File: src/siex_pkg.sv
package siex_pkg;

	// Item kinds on the input channel.
	localparam logic ITEM_START = 1'b0;
	localparam logic ITEM_READ  = 1'b1;

	// Access kinds on the output channel.
	localparam logic [1:0] ACC_READ  = 2'd0;
	localparam logic [1:0] ACC_WRITE = 2'd1;
	localparam logic [1:0] ACC_ERROR = 2'd2;

	// Instruction phases.
	localparam logic [2:0] PH_IDLE  = 3'd0;
	localparam logic [2:0] PH_OPLO  = 3'd1;
	localparam logic [2:0] PH_OPHI  = 3'd2;
	localparam logic [2:0] PH_PTRLO = 3'd3;
	localparam logic [2:0] PH_PTRHI = 3'd4;

	// Addressing modes.
	localparam logic [2:0] M_ZP   = 3'd0;
	localparam logic [2:0] M_ZPI  = 3'd1;
	localparam logic [2:0] M_ABS  = 3'd2;
	localparam logic [2:0] M_ABSI = 3'd3;
	localparam logic [2:0] M_INDX = 3'd4;
	localparam logic [2:0] M_INDY = 3'd5;

	// Register selects.
	localparam logic [1:0] REG_A    = 2'd0;
	localparam logic [1:0] REG_X    = 2'd1;
	localparam logic [1:0] REG_Y    = 2'd2;
	localparam logic [1:0] REG_NONE = 2'd0;

	// Store opcodes.
	localparam logic [7:0] OP_STA_ZP   = 8'h85;
	localparam logic [7:0] OP_STA_ZPX  = 8'h95;
	localparam logic [7:0] OP_STA_ABS  = 8'h8D;
	localparam logic [7:0] OP_STA_ABSX = 8'h9D;
	localparam logic [7:0] OP_STA_ABSY = 8'h99;
	localparam logic [7:0] OP_STA_INDX = 8'h81;
	localparam logic [7:0] OP_STA_INDY = 8'h91;
	localparam logic [7:0] OP_STX_ZP   = 8'h86;
	localparam logic [7:0] OP_STX_ZPY  = 8'h96;
	localparam logic [7:0] OP_STX_ABS  = 8'h8E;
	localparam logic [7:0] OP_STY_ZP   = 8'h84;
	localparam logic [7:0] OP_STY_ZPX  = 8'h94;
	localparam logic [7:0] OP_STY_ABS  = 8'h8C;

	typedef struct packed {
		logic        opcode;
		logic [7:0]  instruction_byte;
		logic [15:0] program_counter;
		logic [7:0]  accumulator;
		logic [7:0]  index_x;
		logic [7:0]  index_y;
		logic [7:0]  read_data;
	} in_item_t;

	typedef struct packed {
		logic [1:0]  access_kind;
		logic [15:0] bus_address;
		logic [7:0]  write_data;
		logic [15:0] next_pc;
		logic [2:0]  cycles_taken;
		logic        done_res;
	} out_item_t;

	// Decoded instruction: the mode stands in for the held opcode.
	typedef struct packed {
		logic       ok;
		logic [2:0] mode;
		logic [1:0] src;
		logic [1:0] idx;
	} decode_t;

	// Architectural state carried between beats.
	typedef struct packed {
		logic [2:0]  phase;
		logic [2:0]  mode;
		logic [15:0] held_pc;
		logic [7:0]  store_value;
		logic [7:0]  index_value;
		logic [7:0]  addr_lo;
		logic [7:0]  zp_pointer;
	} exec_state_t;

	function automatic decode_t decode_op(input logic [7:0] op);
		decode_t d;
		d = '{ok: 1'b1, mode: M_ZP, src: REG_A, idx: REG_NONE};
		unique case (op)
			OP_STA_ZP:   d.mode = M_ZP;
			OP_STA_ZPX:  begin d.mode = M_ZPI;  d.idx = REG_X; end
			OP_STA_ABS:  d.mode = M_ABS;
			OP_STA_ABSX: begin d.mode = M_ABSI; d.idx = REG_X; end
			OP_STA_ABSY: begin d.mode = M_ABSI; d.idx = REG_Y; end
			OP_STA_INDX: begin d.mode = M_INDX; d.idx = REG_X; end
			OP_STA_INDY: begin d.mode = M_INDY; d.idx = REG_Y; end
			OP_STX_ZP:   begin d.mode = M_ZP;   d.src = REG_X; end
			OP_STX_ZPY:  begin d.mode = M_ZPI;  d.src = REG_X; d.idx = REG_Y; end
			OP_STX_ABS:  begin d.mode = M_ABS;  d.src = REG_X; end
			OP_STY_ZP:   begin d.mode = M_ZP;   d.src = REG_Y; end
			OP_STY_ZPX:  begin d.mode = M_ZPI;  d.src = REG_Y; d.idx = REG_X; end
			OP_STY_ABS:  begin d.mode = M_ABS;  d.src = REG_Y; end
			default:     d.ok = 1'b0;
		endcase
		return d;
	endfunction

	function automatic logic [2:0] mode_cycles(input logic [2:0] mode);
		logic [2:0] c;
		unique case (mode)
			M_ZP:            c = 3'd3;
			M_ZPI, M_ABS:    c = 3'd4;
			M_ABSI:          c = 3'd5;
			default:         c = 3'd6;
		endcase
		return c;
	endfunction

	function automatic logic [1:0] mode_length(input logic [2:0] mode);
		logic [1:0] l;
		unique case (mode)
			M_ABS, M_ABSI: l = 2'd3;
			default:       l = 2'd2;
		endcase
		return l;
	endfunction

endpackage

File: src/siex_step.sv
module siex_step (
	input  siex_pkg::exec_state_t cur,
	input  siex_pkg::in_item_t    item,
	output siex_pkg::exec_state_t nxt,
	output logic                  emit,
	output siex_pkg::out_item_t   res
);
	import siex_pkg::*;

	decode_t     dec;
	logic [7:0]  data;
	logic [7:0]  zp_sum;
	logic [15:0] full_addr;
	logic [15:0] write_addr;
	logic        to_write;

	assign dec  = decode_op(item.instruction_byte);
	assign data = item.read_data;
	// Zero-page index add wraps at 8 bits.
	assign zp_sum = data + cur.index_value;
	// Operand or pointer high byte joined with the low byte already fetched.
	assign full_addr = {data, cur.addr_lo};

	// Next state and result for one beat.
	always_comb begin
		nxt        = cur;
		emit       = 1'b0;
		res        = '0;
		to_write   = 1'b0;
		write_addr = '0;
		if (item.opcode == ITEM_START) begin
			emit = 1'b1;
			if (!dec.ok) begin
				nxt.phase        = PH_IDLE;
				res.access_kind  = ACC_ERROR;
				res.next_pc      = item.program_counter;
				res.done_res     = 1'b1;
			end else begin
				nxt.phase   = PH_OPLO;
				nxt.mode    = dec.mode;
				nxt.held_pc = item.program_counter;
				unique case (dec.src)
					REG_X:   nxt.store_value = item.index_x;
					REG_Y:   nxt.store_value = item.index_y;
					default: nxt.store_value = item.accumulator;
				endcase
				unique case (dec.idx)
					REG_X:   nxt.index_value = item.index_x;
					REG_Y:   nxt.index_value = item.index_y;
					default: nxt.index_value = 8'd0;
				endcase
				nxt.addr_lo     = 8'd0;
				nxt.zp_pointer  = 8'd0;
				res.access_kind = ACC_READ;
				res.bus_address = item.program_counter + 16'd1;
			end
		end else begin
			unique case (cur.phase)
				PH_OPLO: begin
					emit = 1'b1;
					if (cur.mode == M_ZP || cur.mode == M_ZPI) begin
						to_write   = 1'b1;
						write_addr = {8'd0, zp_sum};
					end else if (cur.mode == M_ABS || cur.mode == M_ABSI) begin
						nxt.addr_lo     = data;
						nxt.phase       = PH_OPHI;
						res.access_kind = ACC_READ;
						res.bus_address = cur.held_pc + 16'd2;
					end else begin
						nxt.zp_pointer  = (cur.mode == M_INDX) ? zp_sum : data;
						nxt.phase       = PH_PTRLO;
						res.access_kind = ACC_READ;
						res.bus_address = {8'd0, nxt.zp_pointer};
					end
				end
				PH_OPHI: begin
					emit       = 1'b1;
					to_write   = 1'b1;
					write_addr = full_addr + {8'd0, cur.index_value};
				end
				PH_PTRLO: begin
					emit            = 1'b1;
					nxt.addr_lo     = data;
					nxt.phase       = PH_PTRHI;
					res.access_kind = ACC_READ;
					// The high pointer byte stays in page zero.
					res.bus_address = {8'd0, cur.zp_pointer + 8'd1};
				end
				PH_PTRHI: begin
					emit       = 1'b1;
					to_write   = 1'b1;
					write_addr = (cur.mode == M_INDY)
						? full_addr + {8'd0, cur.index_value} : full_addr;
				end
				default: begin
					// A read beat while idle is dropped.
					nxt.phase = PH_IDLE;
				end
			endcase
			// Final write access ends the instruction.
			if (to_write) begin
				nxt.phase        = PH_IDLE;
				res.access_kind  = ACC_WRITE;
				res.bus_address  = write_addr;
				res.write_data   = cur.store_value;
				res.next_pc      = cur.held_pc + {14'd0, mode_length(cur.mode)};
				res.cycles_taken = mode_cycles(cur.mode);
				res.done_res     = 1'b1;
			end
		end
	end

endmodule

File: src/store_instruction_executor_unit.sv
// Executes the 6502 stores STA, STX and STY one bus beat at a time. A start
// beat latches the instruction and returns the first operand read request;
// each read-data beat returns the next read request or the final write, which
// carries the new PC and the cycle cost. Unknown opcodes return an error
// result at once. One input beat is taken every clock cycle; each beat goes
// through an input register and the decode/address logic, and any result it
// yields is registered in the output register. Back-pressure on the output
// only stalls the input once both registers hold a beat.
module store_instruction_executor_unit (
	input  logic                clk,
	input  logic                arst_n,
	input  logic                in_valid,
	output logic                in_ready,
	input  siex_pkg::in_item_t  in_data,
	output logic                out_valid,
	input  logic                out_ready,
	output siex_pkg::out_item_t out_data
);
	import siex_pkg::*;

	in_item_t    item_s1;
	logic        valid_s1;
	exec_state_t state_q;
	exec_state_t state_next;
	logic        emit;
	out_item_t   res;
	out_item_t   out_q;
	logic        out_valid_q;
	logic        advance;

	// The input register moves on whenever the output register can take a beat.
	assign advance  = valid_s1 && (!out_valid_q || out_ready);
	assign in_ready = !valid_s1 || advance;

	siex_step u_step (
		.cur  (state_q),
		.item (item_s1),
		.nxt  (state_next),
		.emit (emit),
		.res  (res)
	);

	// Input register.
	always_ff @(posedge clk or negedge arst_n) begin
		if (!arst_n) begin
			valid_s1 <= 1'b0;
		end else if (in_ready) begin
			valid_s1 <= in_valid;
		end
	end

	always_ff @(posedge clk) begin
		if (in_ready && in_valid) begin
			item_s1 <= in_data;
		end
	end

	// Instruction state.
	always_ff @(posedge clk or negedge arst_n) begin
		if (!arst_n) begin
			state_q <= '0;
		end else if (advance) begin
			state_q <= state_next;
		end
	end

	// Output register.
	always_ff @(posedge clk or negedge arst_n) begin
		if (!arst_n) begin
			out_valid_q <= 1'b0;
		end else if (advance && emit) begin
			out_valid_q <= 1'b1;
		end else if (out_ready) begin
			out_valid_q <= 1'b0;
		end
	end

	always_ff @(posedge clk) begin
		if (advance && emit) begin
			out_q <= res;
		end
	end

	assign out_valid = out_valid_q;
	assign out_data  = out_q;

endmodule
File: config.mk
export PLATFORM = sky130hd
export DESIGN_NAME = store_instruction_executor_unit
export DESIGN_NICKNAME = d
export VERILOG_FILES = /design/src/siex_pkg.sv /design/src/siex_step.sv /design/src/store_instruction_executor_unit.sv
export SDC_FILE = /design/constraint.sdc
export NUM_CORES = 1
export LEC_CHECK = 0
export BUFFER_PORTS_ARGS = -buffer_cell sky130_fd_sc_hd__buf_2
export CELL_PAD_IN_SITES_DETAIL_PLACEMENT = 1
export CELL_PAD_IN_SITES_GLOBAL_PLACEMENT = 1
export CORE_ASPECT_RATIO = 1.2
export CORE_MARGIN = 1.5
export CORE_UTILIZATION = 47
export DETAILED_ROUTE_END_ITERATION = 12
export GPL_TIMING_DRIVEN = 0
export HOLD_SLACK_MARGIN = 0.06
export PLACE_DENSITY = 0.78
export SYNTH_ARGS = -nofsm -noshare
export SYNTH_HDL_FRONTEND = slang
export SYNTH_HIERARCHICAL = 1
export SYNTH_SLANG_ARGS = --single-unit
File: constraint.sdc
create_clock -name clk -period 4.2 [get_ports clk]
set_input_delay 0.63 -clock clk [delete_from_list [all_inputs] [get_ports clk]]
set_output_delay 0.63 -clock clk [all_outputs]
set_load 0.005 [all_outputs]
==> metrics.log <==
[metrics] horizontal die dimension: approximately 130 um
[metrics] TritonCTS clock tree: done
[metrics] Worst Hold Margin: 0.288 ns
[metrics] count of buffers from port buffering: 108
[metrics] number of distinct library cell variants in the gate-level netlist after synthesis: 70
[metrics] leakage power of the design: 0.00452 uW
[metrics] Slew headroom: between 30 and 40%
[metrics] starting density of the core: between 40 and 50%
[metrics] H-Tree Depth: 4
[metrics] hold bufs inserted after CTS: 0
[metrics] post-layout net count: 1099
[metrics] number of buffers created by CTS: 17
[metrics] cell type with the largest total area after synthesis: edfxtp_1
[metrics] syn nets: 970
[metrics] post-DR wirelength/cell: 22.4 um
[metrics] Synthesis Warnings: 6
[metrics] fraction of the cycle the final worst path needs: 71.9%
[metrics] summed instance area of the synthesized netlist: 0.00930 sq mm
[metrics] number of synthesized flops with an enable pin: 103
[metrics] final worst clock skew: about 0.01 ns
[metrics] final RePlAce weighted congestion: 0.957
[metrics] maximum number of pins on one net before global-route repair: 57
[metrics] antenna violations before repair: 0
[metrics] sequential element share of the synthesized area: 48.3%
[metrics] number of setup buffers added after CTS: 0
[metrics] post-DP HPWL: ~21000 um
[metrics] post-route cell area: between 0.01 and 0.015 sq mm
[metrics] antenna fix cells: 0
[metrics] element type at the critical path end: flip-flop
[metrics] I/O Pins: 109
[metrics] number of synthesized register bits: around 160
[metrics] kind of launch point of the worst setup path: flip-flop
[metrics] via count of the first global-routing pass: slightly below 8000
[metrics] class of the tightest hold or removal check: in -> async
[metrics] leading post-synthesis cells by cell area: edfxtp_1 33%, dfrtp_1 15%, mux2_4 8.1%
[metrics] number of buffers on the longest clock path: 2
[metrics] First-pass DRT Iterations: 5
[metrics] post-DR vias/cell: 5.89
[metrics] max-slew violation count: 0
[metrics] power per cell area: 433 mW/mm^2
[metrics] Max-Cap Viols: 0
[metrics] overall die area: 0.0206 sq mm
[metrics] top fanout value on the critical path: 6
[metrics] slew at the pin closest to its max-slew limit: slightly above 0.9 ns
[metrics] worst skew pair latency: 0.44 ns
[metrics] final critical-path required period: 3.02 ns
[metrics] setup repair after global routing missed its margin: no
[metrics] CP Data Arrival Time: 3.16 ns
[metrics] setup slack after layout: 1.18 ns
[metrics] Detailed Route WL: 28700 um
[metrics] top flip-flop cell by instance count after synthesis: edfxtp_1
[metrics] Routed Antenna Nets: 0
[metrics] worst-case setup slack after placement: 1.32 ns
[metrics] standard-cell row count: 56
[metrics] post-synthesis cell count: around 880
[metrics] Worst VDD drop: 0.287 mV
[metrics] Max Freq: roughly 330 MHz
[metrics] quantity of gates resized following cts: 0
[metrics] Hold Violations, Final: 0
[metrics] synthesis-to-layout area growth: 16.5%
[metrics] top-area cell type share of the netlist area: 33.3%
[metrics] share of async-settable or async-resettable flops after synthesis: 35.2%
[metrics] instance area after placement: 0.0102 sq mm
[metrics] count of vias placed by the detailed router: 7567
[metrics] result of the run: completed
[metrics] Data required, critical path: 4.34 ns
[metrics] TritonCTS Sinks: 159
[metrics] total overflow reported by the global router: 0
[metrics] global routing usage summed across all routing layers: 28.1%
[metrics] wire length of the first global-routing pass: 43800 um
[metrics] final-report setup violation count: 0
[metrics] clock transition at the registers of the reported paths: 0.07 ns
[metrics] violation count after the first detailed-route iteration: about 450
[metrics] most used cells in the layout excluding fill and tap cells: 148 x nand2_1, 114 x buf_2, 103 x edfxtp_1
[metrics] DRC: 0
[metrics] overall die height: 157 um
[metrics] CORE AREA: 0.0195 sq mm
[metrics] kind of critical path: reg -> reg
[metrics] synthesized area per cell: 10.5 sq um
[metrics] commonest non-fill, non-tap cell in the layout: nand2_1
[metrics] layout cells sized above 1: 21.8%
[metrics] library cell used as clock root buffer: clkbuf_16
[metrics] number of fill cells: ~2200
[path summary, 6_finish.rpt]
kind | start | end | slack [ns] | cells after the start
setup / recovery | item_s1[0] | out_data[32] | 1.18 | 8
setup reg to reg | item_s1[0] | out_data[32] | 1.18 | 8
min in group clk | in_data[29] | item_s1[29] | 0.36 | 1
hold / removal | arst_n | state_q[43] | 0.29 | 1
hold reg to reg | state_q[40] | state_q[40] | 0.52 | 1
max in group asynchronous | arst_n | state_q[29] | 3.35 | 1
[through the flow]
step / instances / power, uW / util [%] / setup TNS (ns)
floorplan: 882 / 2720 / - / 0
global placement: 1251 / 3010 / 52.2 / -35.74
detailed placement: 1253 / 3060 / 52.4 / 0
CTS: 1285 / 4710 / 55.6 / 0
global route: 1285 / 4880 / 55.6 / 0
finish: 1285 / 4690 / 55.6 / 0
[logic make-up (layout without fill, tap and decap cells)]
group | Yosys count | in the layout | share of synthesized area (%)
flip-flops | 159 | 159 | 48.3
AND/OR/NAND/NOR | 329 | 329 | 16.4
XOR/XNOR | 57 | 57 | 5.37
buffers and inverters | 62 | 204 | 3.00
multiplexers | 58 | 58 | 9.00
AO/OA/AOI/OAI | 190 | 190 | 14.1
adder cells (fa/ha/maj) | 27 | 27 | 3.79
[registers in the layout, indices dropped and copies added (netlist names)]
name	cells
out_data	46
valid_s1	1
item_s1	57
state_q	54
out_valid	1
[synth_stat cells, drive strengths merged, types with 7 or more instances]
cell type and number:
nand2 149, edfxtp 103, nor2 62, dfrtp 56
mux2 55, o21ai 55, nand3 38, xor2 37
a21oi 32, clkbuf 28, ha 25, a22oi 20
xnor2 20, buf 17, inv 17, and2 15
nand2b 14, and3 13, o31ai 12, nor2b 9
o221ai 9, o22ai 7
[worst max-delay path, stage by stage, from the launching register on]
cell and delay (ns):
edfxtp_1 0.53, ha_1 0.29, fa_1 0.43, a21o_1 0.18, a21oi_1 0.17, xor2_1 0.34
nor2b_1 0.09, a221oi_1 0.47, o21ai_0 0.22
[power breakdown]
part / switching (uW) / internal (uW)
Sequential: 218 / 1890
Clock: 730 / 911
Combinational: 500 / 440
[layer usage]
metal / GRT usage [%] / routed length [um] / part of all wire, %
met5: 0 / 0 / 0
met4: 16.1 / 1490 / 5.2
met3: 4.19 / 1160 / 4.0
met2: 51.9 / 14900 / 52
met1: 31.1 / 11200 / 39
[area by class of cell]
type | instances | area (sq um) | share of cell area (%)
Clock buffer | 17 | 425 | 3.93
Buffer | 45 | 215 | 1.99
Multi-Input combinational cell | 661 | 4530 | 41.8
Inverter | 17 | 63.8 | 0.589
Timing Repair Buffer | 110 | 583 | 5.38
Clock inverter | 15 | 193 | 1.78
Sequential cell | 159 | 4490 | 41.5
Tap cell | 261 | 327 | 3.01
(Power assumes the default switching activity.)
